### config.mk
export PLATFORM = sky130hd
export DESIGN_NAME = hdlc_nrzi_framer_top
export DESIGN_NICKNAME = d
export VERILOG_FILES = /design/src/hdl/hnf_pkg.sv /design/src/hdl/hnf_byte_enc.sv /design/src/hdl/hdlc_nrzi_framer_top.sv
export SDC_FILE = /design/constraint.sdc
export NUM_CORES = 1
export LEC_CHECK = 0
export BUFFER_PORTS_ARGS = -buffer_cell sky130_fd_sc_hd__buf_4
export CAP_MARGIN = 20
export CELL_PAD_IN_SITES_DETAIL_PLACEMENT = 2
export CELL_PAD_IN_SITES_GLOBAL_PLACEMENT = 2
export CORE_MARGIN = 1.5
export CORE_UTILIZATION = 35
export CTS_BUF_LIST = sky130_fd_sc_hd__clkbuf_16
export CTS_CLUSTER_DIAMETER = 40
export DETAILED_ROUTE_END_ITERATION = 16
export PLACE_DENSITY = 0.84
export SYNTH_ARGS = -nofsm -noshare
export SYNTH_HDL_FRONTEND = slang
export SYNTH_SLANG_ARGS = --single-unit
### constraint.sdc
create_clock -name aclk -period 14 [get_ports aclk]
set_clock_uncertainty 0.2 [all_clocks]
set_input_delay 2.8 -clock aclk [delete_from_list [all_inputs] [get_ports aclk]]
set_output_delay 2.8 -clock aclk [all_outputs]
set_load 0.03 [all_outputs]
### src/hdl/hnf_pkg.sv
// ----------------------------------------------------------------------------
// hnf_pkg: shared types and constants for the HDLC NRZI framer
// Operation codes, register indexes, flag limits and the encoder result type.
// ----------------------------------------------------------------------------
`default_nettype none

package hnf_pkg;

    localparam int FLAG_CNT_W = 6;
    localparam int LINE_W     = 10;
    localparam int COUNT_W    = 4;
    localparam int CFG_IDX_W  = 2;

    localparam logic [1:0] OP_BEGIN = 2'd0;
    localparam logic [1:0] OP_DATA  = 2'd1;
    localparam logic [1:0] OP_END   = 2'd2;

    localparam logic [CFG_IDX_W-1:0] REG_HEAD_FLAGS = 2'd0;
    localparam logic [CFG_IDX_W-1:0] REG_TAIL_FLAGS = 2'd1;

    localparam logic [FLAG_CNT_W-1:0] HEAD_FLAGS_RESET = 6'd30;
    localparam logic [FLAG_CNT_W-1:0] TAIL_FLAGS_RESET = 6'd3;
    localparam logic [FLAG_CNT_W-1:0] HEAD_FLAGS_FLOOR = 6'd4;
    localparam logic [FLAG_CNT_W-1:0] TAIL_FLAGS_FLOOR = 6'd2;

    localparam logic [2:0] STUFF_AFTER = 3'd5;

    // A flag from level 0 is seven high levels then low; from level 1 the inverse.
    localparam logic [LINE_W-1:0]  FLAG_WORD_LVL0 = 10'h07F;
    localparam logic [LINE_W-1:0]  FLAG_WORD_LVL1 = 10'h080;
    localparam logic [COUNT_W-1:0] FLAG_BITS      = 4'd8;

    typedef struct packed {
        logic [LINE_W-1:0]  line_bits;
        logic [COUNT_W-1:0] bit_count;
        logic               level;
        logic [2:0]         ones_run;
    } enc_result_t;

endpackage

`default_nettype wire

### src/hdl/hnf_byte_enc.sv
// ----------------------------------------------------------------------------
// hnf_byte_enc: bit stuffing and NRZI coding of one data byte
// LSB first, a zero inserted after five ones, every bit through NRZI.
// ----------------------------------------------------------------------------
`default_nettype none

module hnf_byte_enc
    import hnf_pkg::*;
(
    input  wire logic [7:0]  data_byte,
    input  wire logic        level_in,
    input  wire logic [2:0]  run_in,
    output enc_result_t      result
);

    always_comb begin
        logic [LINE_W-1:0]  acc;
        logic [COUNT_W-1:0] n;
        logic               lvl;
        logic [2:0]         run;
        acc = '0;
        n   = '0;
        lvl = level_in;
        run = run_in;
        for (int i = 0; i < 8; i++) begin
            if (!data_byte[i]) begin
                lvl = ~lvl;
            end
            acc[n] = lvl;
            n      = n + 4'd1;
            run    = data_byte[i] ? run + 3'd1 : 3'd0;
            if (run >= STUFF_AFTER) begin
                lvl    = ~lvl;
                acc[n] = lvl;
                n      = n + 4'd1;
                run    = 3'd0;
            end
        end
        result.line_bits = acc;
        result.bit_count = n;
        result.level     = lvl;
        result.ones_run  = run;
    end

endmodule

`default_nettype wire

### src/hdl/hdlc_nrzi_framer_top.sv
// ----------------------------------------------------------------------------
// hdlc_nrzi_framer_top: HDLC framer with bit stuffing and NRZI line coding
// Input register, flag sequencer and byte encoder, result register.
// ----------------------------------------------------------------------------
// Path: an item waits in the input register, its words in the result register
// driving m_. A data byte gives one word, an ignored operation none, a begin
// frame one flag word per flag (4 to 63), an end frame one per flag (2 to 63).
// Reset: synchronous active-low aresetn clears the line state and the
// valid flags; head_flags returns to 30 and tail_flags to 3.
`default_nettype none

module hdlc_nrzi_framer_top
    import hnf_pkg::*;
(
    input  wire logic                  aclk,
    input  wire logic                  aresetn,
    input  wire logic                  cfg_we,
    input  wire logic [CFG_IDX_W-1:0]  cfg_index,
    input  wire logic [FLAG_CNT_W-1:0] cfg_data,
    input  wire logic                  s_valid,
    output logic                       s_ready,
    input  wire logic [1:0]            s_operation,
    input  wire logic [7:0]            s_data_byte,
    output logic                       m_valid,
    input  wire logic                  m_ready,
    output logic [LINE_W-1:0]          m_line_bits,
    output logic [COUNT_W-1:0]         m_bit_count,
    output logic                       m_last
);

    logic [FLAG_CNT_W-1:0] head_flags_reg, tail_flags_reg;
    logic                  in_valid_reg;
    logic [1:0]            op_reg;
    logic [7:0]            byte_reg;
    logic                  line_level_reg, line_level_next;
    logic [2:0]            ones_run_reg, ones_run_next;
    logic [FLAG_CNT_W-1:0] flags_left_reg, flags_left_next;
    logic                  m_valid_reg;
    logic [LINE_W-1:0]     line_bits_reg, line_bits_next;
    logic [COUNT_W-1:0]    bit_count_reg, bit_count_next;
    logic                  last_reg, last_next;

    logic                  out_free, load, consume;
    logic                  flag_lvl;
    logic [FLAG_CNT_W-1:0] flag_cnt, flag_rem;
    enc_result_t           enc;

    hnf_byte_enc u_enc (
        .data_byte (byte_reg),
        .level_in  (line_level_reg),
        .run_in    (ones_run_reg),
        .result    (enc)
    );

    assign out_free = !m_valid_reg || m_ready;

    always_comb begin
        load            = 1'b0;
        consume         = 1'b0;
        line_level_next = line_level_reg;
        ones_run_next   = ones_run_reg;
        flags_left_next = flags_left_reg;
        line_bits_next  = line_bits_reg;
        bit_count_next  = bit_count_reg;
        last_next       = last_reg;
        flag_lvl        = line_level_reg;
        flag_cnt        = flags_left_reg;
        case (op_reg)
            OP_BEGIN: begin
                if (flags_left_reg == '0) begin
                    flag_lvl = 1'b0;
                    flag_cnt = (head_flags_reg < HEAD_FLAGS_FLOOR) ? HEAD_FLAGS_FLOOR
                                                                    : head_flags_reg;
                end
            end
            OP_END: begin
                if (flags_left_reg == '0) begin
                    flag_cnt = (tail_flags_reg < TAIL_FLAGS_FLOOR) ? TAIL_FLAGS_FLOOR
                                                                    : tail_flags_reg;
                end
            end
            default: begin
            end
        endcase
        flag_rem = flag_cnt - 6'd1;
        if (in_valid_reg) begin
            case (op_reg)
                OP_BEGIN, OP_END: begin
                    if (out_free) begin
                        load            = 1'b1;
                        consume         = (flag_rem == '0);
                        line_level_next = flag_lvl;
                        if (op_reg == OP_BEGIN && flags_left_reg == '0) begin
                            ones_run_next = 3'd0;
                        end
                        flags_left_next = flag_rem;
                        line_bits_next  = flag_lvl ? FLAG_WORD_LVL1 : FLAG_WORD_LVL0;
                        bit_count_next  = FLAG_BITS;
                        last_next       = (flag_rem == '0);
                    end
                end
                OP_DATA: begin
                    if (out_free) begin
                        load            = 1'b1;
                        consume         = 1'b1;
                        line_level_next = enc.level;
                        ones_run_next   = enc.ones_run;
                        line_bits_next  = enc.line_bits;
                        bit_count_next  = enc.bit_count;
                        last_next       = 1'b1;
                    end
                end
                default: begin
                    consume = 1'b1;
                end
            endcase
        end
    end

    assign s_ready = !in_valid_reg || consume;

    always_ff @(posedge aclk) begin
        if (!aresetn) begin
            head_flags_reg <= HEAD_FLAGS_RESET;
            tail_flags_reg <= TAIL_FLAGS_RESET;
        end else if (cfg_we) begin
            case (cfg_index)
                REG_HEAD_FLAGS: head_flags_reg <= cfg_data;
                REG_TAIL_FLAGS: tail_flags_reg <= cfg_data;
                default: begin
                end
            endcase
        end
    end

    always_ff @(posedge aclk) begin
        if (!aresetn) begin
            in_valid_reg   <= 1'b0;
            line_level_reg <= 1'b0;
            ones_run_reg   <= 3'd0;
            flags_left_reg <= '0;
            m_valid_reg    <= 1'b0;
        end else begin
            if (s_valid && s_ready) begin
                in_valid_reg <= 1'b1;
            end else if (consume) begin
                in_valid_reg <= 1'b0;
            end
            line_level_reg <= line_level_next;
            ones_run_reg   <= ones_run_next;
            flags_left_reg <= flags_left_next;
            if (load) begin
                m_valid_reg <= 1'b1;
            end else if (m_ready) begin
                m_valid_reg <= 1'b0;
            end
        end
    end

    always_ff @(posedge aclk) begin
        if (s_valid && s_ready) begin
            op_reg   <= s_operation;
            byte_reg <= s_data_byte;
        end
        line_bits_reg <= line_bits_next;
        bit_count_reg <= bit_count_next;
        last_reg      <= last_next;
    end

    assign m_valid     = m_valid_reg;
    assign m_line_bits = line_bits_reg;
    assign m_bit_count = bit_count_reg;
    assign m_last      = last_reg;

    a_count_range: assert property (@(posedge aclk) disable iff (!aresetn)
        m_valid |-> (m_bit_count >= 4'd8 && m_bit_count <= 4'd10))
        else $error("bit_count out of range");

    a_unused_zero: assert property (@(posedge aclk) disable iff (!aresetn)
        (m_valid && m_bit_count == 4'd8) |-> (m_line_bits[9:8] == 2'b00))
        else $error("unused line bits set");

    a_flags_held: assert property (@(posedge aclk) disable iff (!aresetn)
        (flags_left_reg != '0) |-> (in_valid_reg && (op_reg == OP_BEGIN || op_reg == OP_END)))
        else $error("flag run without its operation");

endmodule

`default_nettype wire
==> results of run 1 <==
## stage by stage
step,std cells,power (mW),instance area (µm²),utilization (%),setup WS (ps)
final,1033,0.641,6920,39.6,2240
after global routing,1033,0.677,6920,39.6,1470
after CTS,1031,0.636,6910,39.5,2380
after detailed placement,1023,0.508,6760,38.7,2480
after global placement,1023,0.487,6760,38.7,3490
after floorplan,796,0.412,6320,-,4250
## worst register-to-register path: cells and delay by family (launching register included)
family | cells | cell delay [ps]
AO/OA/AOI/OAI | 11 | 2770
XOR/XNOR | 3 | 1270
adder cells (fa/ha/maj) | 8 | 2850
buffers and inverters | 2 | 390
flip-flops | 1 | 480
multiplexers | 2 | 690
AND/OR/NAND/NOR | 12 | 2810
## layout make-up
class,count,share of cell area (%)
inverters,42,2.28
clock inverters,3,0.307
flip-flops and latches,49,17.8
repair buffers,45,4.85
well taps,225,4.07
multi-input cells,664,68.9
clock buffers,5,1.81
## routing by layer
metal	routed length, µm	share of wire [%]
met1	10300	45
met4	652	2.8
met5	0	0
met2	11500	50
met3	625	2.7
## kinds of logic (layout without fill, tap and decap cells)
| family | Yosys count | count (layout) | synth area share, % |
|---|---|---|---|
| adders and majority gates | 42 | 42 | 8.44 |
| AOI/OAI and AO/OA | 196 | 196 | 22.8 |
| DFF | 49 | 49 | 19.5 |
| and+or+nand+nor | 319 | 319 | 26.8 |
| muxes | 50 | 50 | 8.22 |
| xor gates and xnor gates | 57 | 57 | 9.29 |
| buffers and inverters | 83 | 95 | 5.03 |
## layout by cell type, fill, tap and decap left out, types with 8 or more instances in the layout
master,n
ha_1,41
nor2_1,43
o211ai_1,10
xnor2_1,38
a221oi_1,8
mux2_2,12
dfxtp_1,24
a211oi_1,10
nand3_1,44
buf_4,44
edfxtp_1,25
o21ai_0,22
and3_1,26
nand2b_1,11
xor2_1,10
inv_1,41
nand4_1,17
a21oi_1,41
nand2_1,78
nor2b_1,27
a32oi_1,8
a31oi_1,21
nor3_1,20
mux2i_1,37
and2_1,9
## power groups by stage
stage | combinational (mW) | sequential, mW | clock [mW]
final | 0.346 | 0.171 | 0.124
after global routing | 0.376 | 0.172 | 0.130
after CTS | 0.339 | 0.170 | 0.127
after detailed placement | 0.334 | 0.173 | 0
after global placement | 0.314 | 0.173 | 0
after floorplan | 0.238 | 0.174 | 0
## worst paths after layout
kind | startpoint | endpoint | slack [ps] | cells past startpoint
setup / recovery | ones_run_reg[0] | m_line_bits[7] | 2240 | 38
hold / removal | tail_flags_reg[0] | tail_flags_reg[0] | 300 | 2
setup reg to reg | ones_run_reg[0] | m_line_bits[7] | 2240 | 38
hold reg to reg | tail_flags_reg[0] | tail_flags_reg[0] | 300 | 2
==> flow_summary.ini, run 1 <==
[status]
run_status = finished clean

[route]
wirelength_mm = 23.1
drc_errors = 0
dr.pass1.iters = 5
antenna_left = 0
wl_per_cell_um = 22.4
num_vias = 6401
vias_per_cell = 6.20
drt_iter0_markers = 426

[synth]
ys_types = 92
synth_top_area_share_pct = 11.9
synth_nets = 861
async_reset_ff_share_pct = 0
ys_ff_latch = 49
synth_flop_cell = edfxtp_1
ys_seq_area_share_pct = 19.5
synth_warnings = 0
syn_area_um2 = 6320
postSynthCellCount = 796
yosys.cell_count.top_type = nand2_1
yosys.area.top_type = edfxtp_1
synth-edff-count = 25
synth.avg_cell_area_um2 = 7.93
synth_common_cells = nand2_1 (78), nand3_1 (44), nor2_1 (43)
synthTopCellsByArea = edfxtp_1 (12%), ha_1 (8.1%), dfxtp_1 (7.6%)

[pwr]
p_sw_share_pct = 45.6
p_clk_share_pct = 19.3
p_leak_nw = 2.70
p_per_area_nw_per_um2 = 92.6
ir_worst_vdd_mv = 0.0553
internal_power_uw = 349
seq_power_share_pct = 26.6
comb_power_share_pct = 54.1
switching_power_uw = 292

[clocking]
htree_levels = 2
cts_setup_buffers = 0
cts_tree = built
clk_latency_ps = 300
clock-sinks = 49
cts_buffer_depth = 2
hold_buffers = 0
clkTransAtPathRegs_ps = 70
cts-root-buf = clkbuf_16
cts_resized = 0
numCtsBuffers = 5

[global_route]
grt_pass1_wl_mm = 37.1
globalRouteTotalUtil_pct = 25.0
grt-ovfl-total = 0
grt-busiest-layer = met2
antenna_found_initial = 0
grt_use_met2_pct = 44.1
met3_usage_pct = 2.69
grt_pass1_vias = 6889
grt_max_degree = 25
met1_usage_pct = 31.9

[timing]
worst_pin_slew_ps = 1110
maxSlewHeadroom_pct = 26.0
clock.fmax_mhz = 85.0
finalSetupViolCount = 0
finalHoldViolations = 0
rsz0062_at_grt = no
drv_slew = 0
period_share_pct = 84.0
hold_ws_ps = 304
period_needed_ps = 11760
setup_tns_ps = 0

[floorplanning]
pin_count = 40
die_h_um = 137
fp.dieArea_um2 = 18900
dieWidth_um = 137
core-area_um2 = 17500
std_cell_rows = 48
initial_core_util_pct = 36.1

[place]
portBuffers = 39
place.gp.congestion = 0.881
place_hpwl_mm = 18.0

[finish]
n_fill_cell = 2004
multi_input_area_um2 = 4770
finalNetCount = 872
regArea_um2 = 1230
diodes = 0
drive_above_1_share_pct = 12.1
largest_reg_flops = 10
syn2layout_area_growth_pct = 9.55

[setup_path]
cpLargestDelayFamily = adder cells
cp-end-kind = flop
critPathBufInv = 2
required_ps = 13800
cpPeakStageDelay_ps = 510
cp-start-kind = flop
arrival_ps = 11560
crit_top_cell = ha_1
crit_fanout = 12
crit_type = flop to flop
slowest_stage = o21ai_0

[job]
drv_cap = 0

[hold_path]
hold_class = flop to flop
Note: power is estimated with default switching activity, not from simulation.
==> run 2, diff against run 1 <==
Settings changed: CORE_UTILIZATION 35 to 34, PLACE_DENSITY 0.84 to 0.85.
Clock period 14 ns to 9.9 ns, I/O delays scaled along.
==> flow_summary.ini, run 2 (same netlist as run 1, synthesis figures left out) <==
[timing]
period_needed_ps = 9820
clock.fmax_mhz = 102
finalHoldViolations = 0
maxSlewHeadroom_pct = 24.5
worst_pin_slew_ps = 1130
finalSetupViolCount = 0
drv_slew = 0
period_share_pct = 99.2

[global_route]
grt_max_degree = 25
antenna_found_initial = 0
grt_use_met2_pct = 45.7
grt_pass1_wl_mm = 38.8
met3_usage_pct = 2.72
grt_pass1_vias = 7054
globalRouteTotalUtil_pct = 25.0
grt-ovfl-total = 0
met1_usage_pct = 30.1
grt-busiest-layer = met2

[finish]
syn2layout_area_growth_pct = 15.9
final_common_cell = nand2_1
finalNetCount = 904
fin_util_pct = 40.5
regArea_um2 = 1230
diodes = 0
final_cell_mix = nand2_1 (78), buf_4 (77), nand3_1 (44)
n_fill_cell = 2022
multi_input_area_um2 = 4900
largest_reg_flops = 10
drive_above_1_share_pct = 18.2
final_cells = 1069

[status]
run_status = finished, violations left
violations = design-rule violations

[hold_path]
holdCritStartpoint = tail_flags_reg[0]
hold_class = flop to flop

[route]
wl_per_cell_um = 24.5
num_vias = 6665
drc_errors = 1
dr.pass1.iters = 11
vias_per_cell = 6.23
antenna_left = 0
wirelength_mm = 26.2
drt_iter0_markers = 442

[setup_path]
cp-startpoint = ones_run_reg[0]
critPathCapture = m_line_bits[8]
cp-start-kind = flop
r2r_start = ones_run_reg[0]
crit_type = flop to flop
arrival_ps = 9720
slowest_stage = nor3_1
required_ps = 9800
reg2reg_depth = 36
cpPeakStageDelay_ps = 530
r2r_end = m_line_bits[8]
crit_fanout = 11
cp-end-kind = flop
r2r_slack_ps = 80

[floorplanning]
pin_count = 40
die_h_um = 139
core-area_um2 = 18100
initial_core_util_pct = 34.9
dieWidth_um = 139
fp.dieArea_um2 = 19400
std_cell_rows = 49

[clocking]
cts_buffer_depth = 2
clock-sinks = 49
numCtsBuffers = 5
cts-root-buf = clkbuf_16
cts_tree = built
clk_latency_ps = 300
clkTransAtPathRegs_ps = 70
htree_levels = 2

[job]
drv_cap = 0

[place]
portBuffers = 39
place.gp.congestion = 0.825
place_hpwl_mm = 18.7
post-place-cells = 1054

[pwr]
ir_worst_vdd_mv = 0.0908
p_per_area_nw_per_um2 = 134
p_total_uw = 980
p_leak_nw = 2.89
## run 2: layout make-up
class | instances | share of cell area, %
inverter | 42 | 2.15
tap | 229 | 3.91
timing repair buffer | 77 | 7.90
clock buffer | 6 | 2.05
sequential | 49 | 16.8
multi-input combinational | 664 | 67.0
clock inverter | 2 | 0.171
## run 2: how the worst min path moves through the flow
stage	slack, ps	cells past startpoint	endpoint
after floorplan	240	2	head_flags_reg[1]
after global placement	270	2	tail_flags_reg[0]
after detailed placement	290	2	tail_flags_reg[0]
after CTS	300	2	tail_flags_reg[0]
after global routing	340	2	head_flags_reg[4]
final	310	2	tail_flags_reg[0]
## run 2: layer usage
| metal | routed length [µm] | share of wire (%) | vias to the layer above |
|---|---|---|---|
| met1 | 11000 | 42 | 3344 |
| li1 | - | - | 3054 |
| met4 | 1140 | 4.3 | 0 |
| met3 | 950 | 3.6 | 67 |
| met2 | 13100 | 50 | 200 |
| met5 | 0 | 0 | - |
## run 2: per-stage QoR
step                      hold slack (ps)  setup TNS (ps)  setup slack, ps  cell area, µm²
after floorplan                       242               0              150            6320
after global placement                269               0              142            6970
after detailed placement              288           -3760             -476            6970
after CTS                             302               0             20.2            7200
after global routing                  338           -1970             -303            7320
final                                 307               0             76.2            7320
## run 2: what timing repair did
| item | in CTS | in global routing |
|---|---|---|
| resized for setup | 16 | 14 |
| setup endpoints to repair | 12 | 11 |
| endpoints found under the hold margin | 0 | 0 |
| setup buffers | 0 | 6 |
| pin swaps | 1 | 2 |
| hold buffers | 0 | 0 |
## run 2: worst max-delay path, delay by kind of cell, from the launching register on
kind	cells	cell delay (ps)
and+or+nand+nor	10	2500
adders and majority gates	8	2420
AOI/OAI and AO/OA	6	1370
xor gates and xnor gates	4	1120
buffers and inverters	6	1000
muxes	2	580
DFF	1	410
## run 2: power breakdown
group / switching, mW / total (mW) / internal, mW
clock: 0.0866 / 0.196 / 0.110
sequential: 0.0135 / 0.241 / 0.228
combinational: 0.349 / 0.542 / 0.193
==> run 3, diff against run 2 <==
Settings changed: REMOVE_ABC_BUFFERS set to 1.
==> flow_summary.ini, run 3 (same netlist as run 1, synthesis figures left out) <==
[clocking]
clk_latency_ps = 330
hold_buffers = 0
cts_tree = built
cts-root-buf = clkbuf_16
htree_levels = 2
cts_buffer_depth = 2
clkTransAtPathRegs_ps = 80
numCtsBuffers = 5
clock-sinks = 49

[setup_path]
cp-startpoint = ones_run_reg[0]
required_ps = 9780
cp-end-kind = flop
arrival_ps = 10190
cpPeakStageDelay_ps = 420
crit_top_cell = ha_1
crit_type = flop to flop
cp-start-kind = flop
r2r_start = ones_run_reg[0]
crit_fanout = 11
slowest_stage = dfxtp_2

[pwr]
ir_worst_vdd_mv = 0.0824
p_per_area_nw_per_um2 = 135
p_total_mw = 1.00
p_leak_nw = 2.93

[finish]
final_common_cell = buf_4
diodes = 0
stdcell_area_um2 = 7400
final_cell_mix = buf_4 (84), nand2_1 (78), nand3_1 (44)
largest_reg_flops = 10
finalNetCount = 911
drive_above_1_share_pct = 18.8
n_fill_cell = 2041
syn2layout_area_growth_pct = 17.2
fin_util_pct = 40.9

[place]
portBuffers = 39
place_hpwl_mm = 18.5
placed_area_um2 = 6980
place.gp.congestion = 0.825

[floorplanning]
die_h_um = 139
dieWidth_um = 139
core-area_um2 = 18100
pin_count = 40
std_cell_rows = 49
initial_core_util_pct = 34.9
fp.dieArea_um2 = 19400

[timing]
postLayoutSetupSlackWorst_ps = -408
drv_slew = 0
worst_pin_slew_ps = 1210
maxSlewHeadroom_pct = 19.5
finalHoldViolations = 0
finalSetupViolCount = 10
period_share_pct = 104
period_needed_ps = 10310
clock.fmax_mhz = 97.0

[global_route]
grt_max_degree = 25
grt_pass1_vias = 7188
grt-ovfl-total = 0
grt_pass1_wl_mm = 39.3
globalRouteTotalUtil_pct = 25.4
antenna_found_initial = 0

[job]
drv_cap = 0

[route]
wl_per_cell_um = 26.2
dr.pass1.iters = 5
drc_errors = 0
vias_per_cell = 6.41
num_vias = 6899
drt_iter0_markers = 583
wirelength_mm = 28.2
antenna_left = 0

[hold_path]
holdCritStartpoint = tail_flags_reg[0]
hold_class = flop to flop

[status]
run_status = finished, violations left
violations = negative setup slack
[run 3: changes by cell type in the layout (fill, tap and decap cells not counted), moves of 2 or more]
cell	delta
buf_4	+7
ha_2	-4
a21oi_1	-2
ha_1	+4
a21oi_2	+2
[run 3: final timing paths]
kind / end / slack, ps / depth (start not counted)
max: m_line_bits[0] / -410 / 39
min: tail_flags_reg[0] / 310 / 2
max reg2reg: m_line_bits[0] / -410 / 39
min reg2reg: tail_flags_reg[0] / 310 / 2
[run 3: layer usage]
metal / vias to the layer above / share of wire (%) / track usage [%]
li1: 3065 / - / -
met1: 3522 / 41 / 31.3
met2: 234 / 51 / 46.1
met3: 78 / 4.1 / 2.89
met4: 0 / 4.1 / 8.12
met5: - / 0 / 0
[run 3: final cells by class]
class	instances	area [µm²]	share of cell area, %
clock buffers	6	150	2.03
clock inverters	2	17.5	0.237
inverters	42	158	2.13
multi-input cells	664	4930	66.6
flip-flops and latches	49	1230	16.6
well taps	229	287	3.87
repair buffers	84	631	8.52
[run 3: critical path: cells and delay by family (launching register included)]
kind	cells	cell delay, ps
simple gates	9	1950
compound gates	12	2760
fa+ha+maj	7	2040
buf+inv	5	1050
mux	2	480
xor+xnor	4	1130
flops	1	420
[run 3: repair_timing]
item / in CTS / in global routing
resized for setup: 14 / 15
hold endpoints to repair: 0 / 0
pin swaps: 0 / 3
setup buffers: 0 / 13
endpoints found under the setup margin: 12 / 11
[run 3: where the power goes]
part / total, mW / internal [mW] / switching, mW
registers: 0.243 / 0.228 / 0.0147
clock network: 0.207 / 0.111 / 0.0953
logic: 0.551 / 0.196 / 0.354
[run 3: metrics by stage]
step	setup TNS, ps	instances	hold WS [ps]	setup WS, ps
final	-1930	1076	313	-408
after global routing	-5240	1076	361	-634
after CTS	0	1063	319	55.1
after detailed placement	-3780	1055	299	-425
after global placement	0	1055	266	311
after floorplan	0	755	241	267
